### config.mk
export PLATFORM = sky130hd
export DESIGN_NAME = matrix_determinant_cofactor
export DESIGN_NICKNAME = d
export VERILOG_FILES = /design/src/hdl/mdc_pkg.sv /design/src/hdl/mdc_core.sv /design/src/hdl/matrix_determinant_cofactor.sv
export SDC_FILE = /design/constraint.sdc
export NUM_CORES = 2
export LEC_CHECK = 0
export BUFFER_PORTS_ARGS = -buffer_cell sky130_fd_sc_hd__buf_2
export CAP_MARGIN = 40
export CORE_ASPECT_RATIO = 1.4
export CORE_MARGIN = 5
export CORE_UTILIZATION = 58
export DETAILED_ROUTE_END_ITERATION = 7
export PLACE_DENSITY = 0.83
export SETUP_SLACK_MARGIN = 0.1
export SLEW_MARGIN = 20
export SYNTH_ARGS = -nofsm -noshare
export SYNTH_HDL_FRONTEND = slang
export SYNTH_SLANG_ARGS = --single-unit
### constraint.sdc
create_clock -name clk -period 8 [get_ports clk]
set_input_delay 1.6 -clock clk [delete_from_list [all_inputs] [get_ports clk]]
set_output_delay 1.6 -clock clk [all_outputs]
set_load 0.01 [all_outputs]
### src/hdl/mdc_pkg.sv
// ---------------------------------------------------------------------------
// mdc_pkg: shared types for the cofactor determinant block
// Sequencer states, control and status bundles, register indexes.
// ---------------------------------------------------------------------------
package mdc_pkg;

  localparam int CFG_W = 3;
  localparam int OUT_W = 64;

  localparam logic [CFG_W-1:0] REG_ROW_COUNT    = 3'd0;
  localparam logic [CFG_W-1:0] REG_COLUMN_COUNT = 3'd1;

  typedef enum logic [2:0] {
    S_IDLE,
    S_FETCH,
    S_MUL,
    S_ADD,
    S_DONE
  } mdc_state_t;

  typedef struct packed {
    logic start;
    logic not_square;
    logic ack;
  } mdc_ctrl_t;

  typedef struct packed {
    logic idle;
    logic done;
    logic not_square;
  } mdc_status_t;

endpackage

### src/hdl/mdc_core.sv
// ---------------------------------------------------------------------------
// mdc_core: permutation sequencer with a shared limb multiplier
// Holds the matrix, walks every permutation in Lehmer-code order, forms each
// signed product one limb per cycle and accumulates the exact sum.
// ---------------------------------------------------------------------------
module mdc_core #(
  parameter int MAX_SIZE      = 4,
  parameter int ELEMENT_WIDTH = 16,
  parameter int NW            = 3,
  parameter int AB            = 4,
  parameter int AW            = 75
) (
  input  logic                     clk,
  input  logic                     rst,
  input  mdc_pkg::mdc_ctrl_t       ctrl,
  input  logic [NW-1:0]            size,
  input  logic                     wr_en,
  input  logic [AB-1:0]            wr_addr,
  input  logic [ELEMENT_WIDTH-1:0] wr_data,
  output mdc_pkg::mdc_status_t     status,
  output logic [AW-1:0]            acc
);
  import mdc_pkg::*;

  localparam int EW    = ELEMENT_WIDTH;
  localparam int CELLS = MAX_SIZE * MAX_SIZE;
  localparam int RB    = (MAX_SIZE > 1) ? $clog2(MAX_SIZE) : 1;

  mdc_state_t state, state_next;

  logic [EW-1:0]   mem [CELLS];
  logic [EW-1:0]   rd_data;
  logic [AB-1:0]   rd_addr;
  logic [NW-1:0]   n;
  logic [RB-1:0]   row;
  logic [RB-1:0]   limb;
  logic [RB-1:0]   dig [MAX_SIZE];
  logic [RB-1:0]   dig_next [MAX_SIZE];
  logic            wrap;
  logic [MAX_SIZE-1:0] used;
  logic [RB-1:0]   col;
  logic [EW-1:0]   mag [MAX_SIZE];
  logic [EW-1:0]   carry;
  logic            psign;
  logic            parity;
  logic            ns;
  logic [EW-1:0]   emag;
  logic [2*EW-1:0] prod;
  logic [AW-1:0]   magv;
  logic [AW-1:0]   term;
  logic            last_row;
  logic            last_limb;

  // Pick the dig[row]-th column not yet used by this permutation.
  always_comb begin
    int cnt;
    cnt = 0;
    col = '0;
    for (int c = 0; c < MAX_SIZE; c++) begin
      if ((c < int'(n)) && !used[c]) begin
        if (cnt == int'(dig[row])) begin
          col = RB'(c);
        end
        cnt = cnt + 1;
      end
    end
  end

  assign rd_addr = AB'(int'(row) * int'(n) + int'(col));

  // Mixed-radix increment of the Lehmer code; digit k has radix n-k.
  always_comb begin
    logic cy;
    cy = 1'b1;
    for (int k = 0; k < MAX_SIZE; k++) begin
      dig_next[k] = dig[k];
      if ((k < int'(n)) && cy) begin
        if (int'(dig[k]) == int'(n) - 1 - k) begin
          dig_next[k] = '0;
        end else begin
          dig_next[k] = dig[k] + RB'(1);
          cy = 1'b0;
        end
      end
    end
    wrap = cy;
  end

  // Permutation parity equals the parity of the sum of Lehmer digits.
  always_comb begin
    parity = 1'b0;
    for (int k = 0; k < MAX_SIZE; k++) begin
      parity = parity ^ dig[k][0];
    end
  end

  assign emag = rd_data[EW-1] ? (~rd_data + EW'(1)) : rd_data;
  assign prod = (2*EW)'(mag[0]) * (2*EW)'(emag) + (2*EW)'(carry);

  always_comb begin
    magv = '0;
    for (int k = 0; k < MAX_SIZE; k++) begin
      magv[k*EW +: EW] = mag[k];
    end
  end

  assign term      = (psign ^ parity) ? (~magv + AW'(1)) : magv;
  assign last_row  = (int'(row) == int'(n) - 1);
  assign last_limb = (int'(limb) == MAX_SIZE - 1);

  always_ff @(posedge clk) begin
    if (rst) begin
      state <= S_IDLE;
    end else begin
      state <= state_next;
    end
  end

  always_comb begin
    state_next = state;
    case (state)
      S_IDLE: begin
        if (ctrl.start) begin
          state_next = ctrl.not_square ? S_DONE : S_FETCH;
        end
      end
      S_FETCH: state_next = S_MUL;
      S_MUL: begin
        if (last_limb) begin
          state_next = last_row ? S_ADD : S_FETCH;
        end
      end
      S_ADD:   state_next = wrap ? S_DONE : S_FETCH;
      S_DONE: begin
        if (ctrl.ack) begin
          state_next = S_IDLE;
        end
      end
      default: state_next = S_IDLE;
    endcase
  end

  always_ff @(posedge clk) begin
    if (wr_en) begin
      mem[wr_addr] <= wr_data;
    end
    if (state == S_FETCH) begin
      rd_data <= mem[rd_addr];
    end
  end

  always_ff @(posedge clk) begin
    case (state)
      S_IDLE: begin
        if (ctrl.start) begin
          n     <= size;
          ns    <= ctrl.not_square;
          acc   <= '0;
          row   <= '0;
          used  <= '0;
          psign <= 1'b0;
          for (int k = 0; k < MAX_SIZE; k++) begin
            dig[k] <= '0;
            mag[k] <= (k == 0) ? EW'(1) : '0;
          end
        end
      end
      S_FETCH: begin
        used[col] <= 1'b1;
        limb      <= '0;
        carry     <= '0;
      end
      S_MUL: begin
        if (limb == '0) begin
          psign <= psign ^ rd_data[EW-1];
        end
        for (int k = 0; k < MAX_SIZE - 1; k++) begin
          mag[k] <= mag[k+1];
        end
        mag[MAX_SIZE-1] <= prod[EW-1:0];
        carry           <= prod[2*EW-1:EW];
        limb            <= limb + RB'(1);
        if (last_limb && !last_row) begin
          row <= row + RB'(1);
        end
      end
      S_ADD: begin
        acc   <= acc + term;
        row   <= '0;
        used  <= '0;
        psign <= 1'b0;
        for (int k = 0; k < MAX_SIZE; k++) begin
          dig[k] <= dig_next[k];
          mag[k] <= (k == 0) ? EW'(1) : '0;
        end
      end
      default: begin
      end
    endcase
  end

  assign status.idle       = (state == S_IDLE);
  assign status.done       = (state == S_DONE);
  assign status.not_square = ns;

endmodule

### src/hdl/matrix_determinant_cofactor.sv
// ---------------------------------------------------------------------------
// matrix_determinant_cofactor: exact determinant of a loaded matrix
// Loads elements row-major, then sums every signed permutation product.
// ---------------------------------------------------------------------------
// Elements arrive in row-major order, one transfer per cycle while in_ready
// is high; the matrix size comes from the row_count and column_count
// registers (zero acts as one, values above MAX_SIZE act as MAX_SIZE), and
// a write to either of those registers drops any partially loaded matrix.
// After the last element the block stops taking input and expands the
// determinant as the sum over all n! permutations, which is the same value
// as cofactor expansion along the first column. One limb multiplier
// (ELEMENT_WIDTH by ELEMENT_WIDTH) is shared: for each permutation the
// block fetches each of its n elements in turn, multiplies it into the
// running product limb by limb, and then adds the signed product to the
// sum. A non-square matrix returns zero with not_square set. The sum is
// exact and is saturated to 64 bits at the output, with overflowed set
// when that happens. The result waits in an output register until its
// transfer, while the next matrix is already loading.
module matrix_determinant_cofactor #(
  parameter int MAX_SIZE      = 4,
  parameter int ELEMENT_WIDTH = 16
) (
  input  logic                             clk,
  input  logic                             rst,
  input  logic                             cfg_write,
  input  logic [mdc_pkg::CFG_W-1:0]        cfg_index,
  input  logic [mdc_pkg::CFG_W-1:0]        cfg_data,
  input  logic                             in_valid,
  output logic                             in_ready,
  input  logic signed [ELEMENT_WIDTH-1:0]  element_value,
  output logic                             out_valid,
  input  logic                             out_ready,
  output logic signed [mdc_pkg::OUT_W-1:0] determinant_value,
  output logic                             not_square,
  output logic                             overflowed
);
  import mdc_pkg::*;

  localparam int CELLS = MAX_SIZE * MAX_SIZE;
  localparam int AB    = (CELLS > 1) ? $clog2(CELLS) : 1;
  localparam int CW    = $clog2(CELLS + 1);
  localparam int NW    = $clog2(MAX_SIZE + 1);
  // Product magnitude plus room for up to 720 terms and the sign.
  localparam int PW    = ELEMENT_WIDTH * MAX_SIZE;
  localparam int AW    = (PW + 11 > OUT_W + 1) ? PW + 11 : OUT_W + 1;

  logic [CFG_W-1:0] row_count;
  logic [CFG_W-1:0] column_count;
  logic [CW-1:0]    load_count;
  logic [NW-1:0]    rows_eff;
  logic [NW-1:0]    cols_eff;
  logic [CW-1:0]    total;
  logic             in_xfer;
  logic             last_elem;
  mdc_ctrl_t        ctrl;
  mdc_status_t      status;
  logic [AW-1:0]    acc;
  logic             fits;
  logic             load_out;

  always_comb begin
    rows_eff = (row_count == '0) ? NW'(1) :
               (int'(row_count) > MAX_SIZE) ? NW'(MAX_SIZE) : NW'(row_count);
    cols_eff = (column_count == '0) ? NW'(1) :
               (int'(column_count) > MAX_SIZE) ? NW'(MAX_SIZE) : NW'(column_count);
  end

  assign total     = CW'(int'(rows_eff) * int'(cols_eff));
  assign in_ready  = status.idle;
  assign in_xfer   = in_valid && in_ready;
  assign last_elem = (load_count + CW'(1)) == total;

  assign ctrl.start      = in_xfer && last_elem;
  assign ctrl.not_square = (rows_eff != cols_eff);
  // The finished result moves into the output register once it is free.
  assign load_out        = status.done && (!out_valid || out_ready);
  assign ctrl.ack        = load_out;

  mdc_core #(
    .MAX_SIZE      (MAX_SIZE),
    .ELEMENT_WIDTH (ELEMENT_WIDTH),
    .NW            (NW),
    .AB            (AB),
    .AW            (AW)
  ) u_core (
    .clk     (clk),
    .rst     (rst),
    .ctrl    (ctrl),
    .size    (rows_eff),
    .wr_en   (in_xfer),
    .wr_addr (AB'(load_count)),
    .wr_data (element_value),
    .status  (status),
    .acc     (acc)
  );

  // Configuration and load counter.
  always_ff @(posedge clk) begin
    if (rst) begin
      row_count    <= CFG_W'(1);
      column_count <= CFG_W'(1);
      load_count   <= '0;
    end else if (cfg_write) begin
      case (cfg_index)
        REG_ROW_COUNT: begin
          row_count  <= cfg_data;
          load_count <= '0;
        end
        REG_COLUMN_COUNT: begin
          column_count <= cfg_data;
          load_count   <= '0;
        end
        default: begin
        end
      endcase
    end else if (in_xfer) begin
      load_count <= last_elem ? '0 : load_count + CW'(1);
    end
  end

  // The exact sum fits when every bit above bit 62 matches the sign.
  assign fits = (&acc[AW-1:OUT_W-1]) || !(|acc[AW-1:OUT_W-1]);

  always_ff @(posedge clk) begin
    if (rst) begin
      out_valid <= 1'b0;
    end else if (load_out) begin
      out_valid <= 1'b1;
    end else if (out_ready) begin
      out_valid <= 1'b0;
    end
  end

  always_ff @(posedge clk) begin
    if (load_out) begin
      not_square <= status.not_square;
      if (status.not_square) begin
        determinant_value <= '0;
        overflowed        <= 1'b0;
      end else if (fits) begin
        determinant_value <= acc[OUT_W-1:0];
        overflowed        <= 1'b0;
      end else begin
        determinant_value <= acc[AW-1] ? {1'b1, {(OUT_W-1){1'b0}}}
                                       : {1'b0, {(OUT_W-1){1'b1}}};
        overflowed        <= 1'b1;
      end
    end
  end

endmodule
==> flow_metrics.tcl <==
set metrics [dict create \
    status "completed" \
    gr-total-overflow 0 \
    port_buffers 94 \
    tns_ns 0 \
    final_area_sq_um 40400 \
    grtUsageTotal_pct 27.0 \
    cts_max_path_buffers 3 \
    num_vias 26000 \
    cts_buffers 51 \
    fp-row-count 108 \
    finalHoldViolCount 0 \
    fillCellCount 4560 \
    ys_warn_count 0 \
    routedWlPerCell_um 22.1 \
    crit_path_start_kind "register" \
    timing.slew.headroom_pct 38.8 \
    io_pins 95 \
    synthArstFlopShare_pct 0 \
    netlist.area_leader.share_pct 39.7 \
    hold_path_class "reg -> reg" \
    grt_start_max_net_pins 76 \
    die_y_um 307 \
    dp_hpwl_mm 66.6 \
    synth_cells 3318 \
    antenna_cells 0 \
    grt_first_pass_wirelength_mm 145 \
    grt_pass1_vias 26500 \
    drive_above_1_share_pct 13.1 \
    clk_pin_slew_ns 0.07 \
    worst_pin_slew_ns 0.909 \
    critPathKind "reg -> reg" \
    final_common_cell "edfxtp_1" \
    layout_common_cells "edfxtp_1 (482), inv_1 (356), nand2_1 (303)" \
    synth_area_sq_um 36400 \
    rsz0062_at_grt "true" \
    die-area_sq_um 68000 \
    endpoint_kind "register" \
    cts.hold.buffers_added 0 \
    fin_nets 3863 \
    die_w_um 222 \
    fin_worst_skew_ns 0.0423 \
    clk_latency_ns 0.65 \
    synth_ff_type "edfxtp_1" \
    crit_required_ns 8.36 \
    wl_mm 94.3 \
    clock.fmax_mhz 128 \
    antenna_found_initial 1 \
    cap_violations 0 \
    synthTopCellsByArea "edfxtp_1 (40%), fa_1 (12%), ha_1 (7.5%)" \
    routabilityCongestion 0.961 \
    fin_crit_sh_pct 98.0 \
    yosysUniqueCellTypes 71 \
    setup_violations 0 \
    start_util_pct 58.6 \
    min_path_cells 2 \
    min_period_ns 7.84 \
    slew_violations 0 \
    htree_levels 2 \
    via_per_inst 6.09 \
    ant_nets 0 \
    holdWs_ns 0.504 \
    ys_seq_area_share_pct 42.4 \
    drt_iter0_drc 2025 \
    firstDrtPassIters 6 \
    avgSynthCellArea_sq_um 11.0 \
    synth_nets 3779 \
    synth-seq-cells 531 \
    place_area_sq_um 38200 \
    core_area_sq_um 62200 \
    root_buffer "clkbuf_16" \
    cts.sinks 531 \
    arrival_ns 8.20 \
    ff2ff_path_depth 26 \
    synth_edf_count 482 \
    yosysTopAreaCell "edfxtp_1" \
    drc 0 \
    tritoncts "yes" \
    crit_fanout 7 \
    syn2layout_area_growth_pct 10.8 \
]
-- per-layer routing --
layer / vias to the layer above / GRT usage [%] / part of all wire [%]
li1: 11700 / - / -
met1: 12800 / 29.2 / 33
met2: 1131 / 50.9 / 53
met3: 394 / 3.24 / 6.0
met4: 2 / 15.1 / 7.1
met5: - / 0 / 0.014
-- layout make-up --
cell class                 instances  area, sq um  share of cell area, %
sequential                       531        15500                   38.3
multi-input combinational       2265        19400                   48.1
clock buffer                      61         1330                   3.30
tap                              825         1030                   2.56
timing repair buffer             192         1360                   3.38
inverter                         361         1360                   3.36
clock inverter                    31          412                   1.02
-- path summary, 6_finish.rpt --
| check | end | slack (ns) | from |
|---|---|---|---|
| worst min-delay path | load_count[4]$_SDFFE_PP0P_ | 0.50 | load_count[4]$_SDFFE_PP0P_ |
| worst min register to register | load_count[4]$_SDFFE_PP0P_ | 0.50 | load_count[4]$_SDFFE_PP0P_ |
| worst max-delay path | u_core.carry[15]$_SDFFCE_PN0P_ | 0.16 | u_core.rd_data[0]$_DFFE_PP_ |
| worst max register to register | u_core.carry[15]$_SDFFCE_PN0P_ | 0.16 | u_core.rd_data[0]$_DFFE_PP_ |
-- synth_stat cells, types with 6 or more instances --
library cell and n:
edfxtp_1 482, inv_1 359, nand2_1 306, nor2_1 224, a21oi_1 222, ha_1 219, fa_1 215, clkbuf_1 145
xnor2_1 113, o21ai_0 109, and2_1 93, xor2_1 90, mux4_2 82, nor2b_1 71, a21o_1 52, and3_1 52
dfxtp_1 49, nand3_1 34, nor3_1 34, nand2b_1 32, nand4_1 31, o21a_1 27, or3_1 26, o21bai_1 21
a31oi_1 20, a22o_1 19, a211oi_1 18, o31ai_1 17, nor4_1 16, or2_2 13, buf_1 11, or4_1 10
a211o_1 7, nor3b_1 7, o211ai_1 7, o41ai_1 7, mux2i_1 6, o22ai_1 6
-- cell families (layout without fill, tap and decap cells) --
group	count (synthesis)	in the layout	synth area share, %
AO/OA/AOI/OAI	567	567	9.56
adder cells (fa/ha/maj)	434	434	19.3
flip-flops	531	531	42.4
XOR/XNOR	203	203	4.88
buffers and inverters	522	645	5.45
AND/OR/NAND/NOR	971	971	13.1
multiplexers	90	90	5.29
-- critical path, cell delays in order (launching register included) --
cell      delay (ns)
edfxtp_1        0.42
or3_4           0.39
or4_4           0.59
or3_4           0.39
o31ai_4         0.27
xor2_1          0.19
buf_4           0.20
nor2b_4         0.05
fa_1            0.55
fa_1            0.43
fa_1            0.57
fa_2            0.47
fa_1            0.53
inv_2           0.04
fa_1            0.49
inv_2           0.05
ha_4            0.22
and2_4          0.14
a22oi_2         0.18
a21oi_2         0.10
or3_4           0.41
o211ai_1        0.23
a31oi_1         0.15
a21oi_2         0.21
a21oi_2         0.09
xnor2_1         0.13
nor2_1          0.05
-- state kept, by name, summed over array words and instances (netlist names), named ones only --
signal             cells
load_count             5
u_core.used            4
u_core.state           3
u_core.rd_data        16
not_square             1
u_core.ns              1
u_core.dig             8
row_count              3
overflowed             1
determinant_value     64
u_core.acc            75
u_core.mag            64
u_core.carry          16
u_core.n               3
out_valid              1
u_core.limb            2
u_core.row             2
u_core.mem           256
column_count           3
u_core.psign           1
-- stage by stage --
step | worst slack [ns] | cells | util [%]
floorplan | 0.102 | 3318 | -
global placement | 0.128 | 4152 | 61.1
detailed placement | -0.0744 | 4162 | 61.4
CTS | 0.0959 | 4255 | 64.3
global route | -0.0604 | 4266 | 65.0
finish | 0.162 | 4266 | 65.0
-- what timing repair did --
action                     CTS  global route
pin swaps                    2            55
gates resized for setup     10            60
buffers inserted             1             5
setup endpoints to repair    8            12
Power is left out: the tool's default activity adds up to more than one toggle a clock period on the data nets, which glitch-free logic cannot reach.
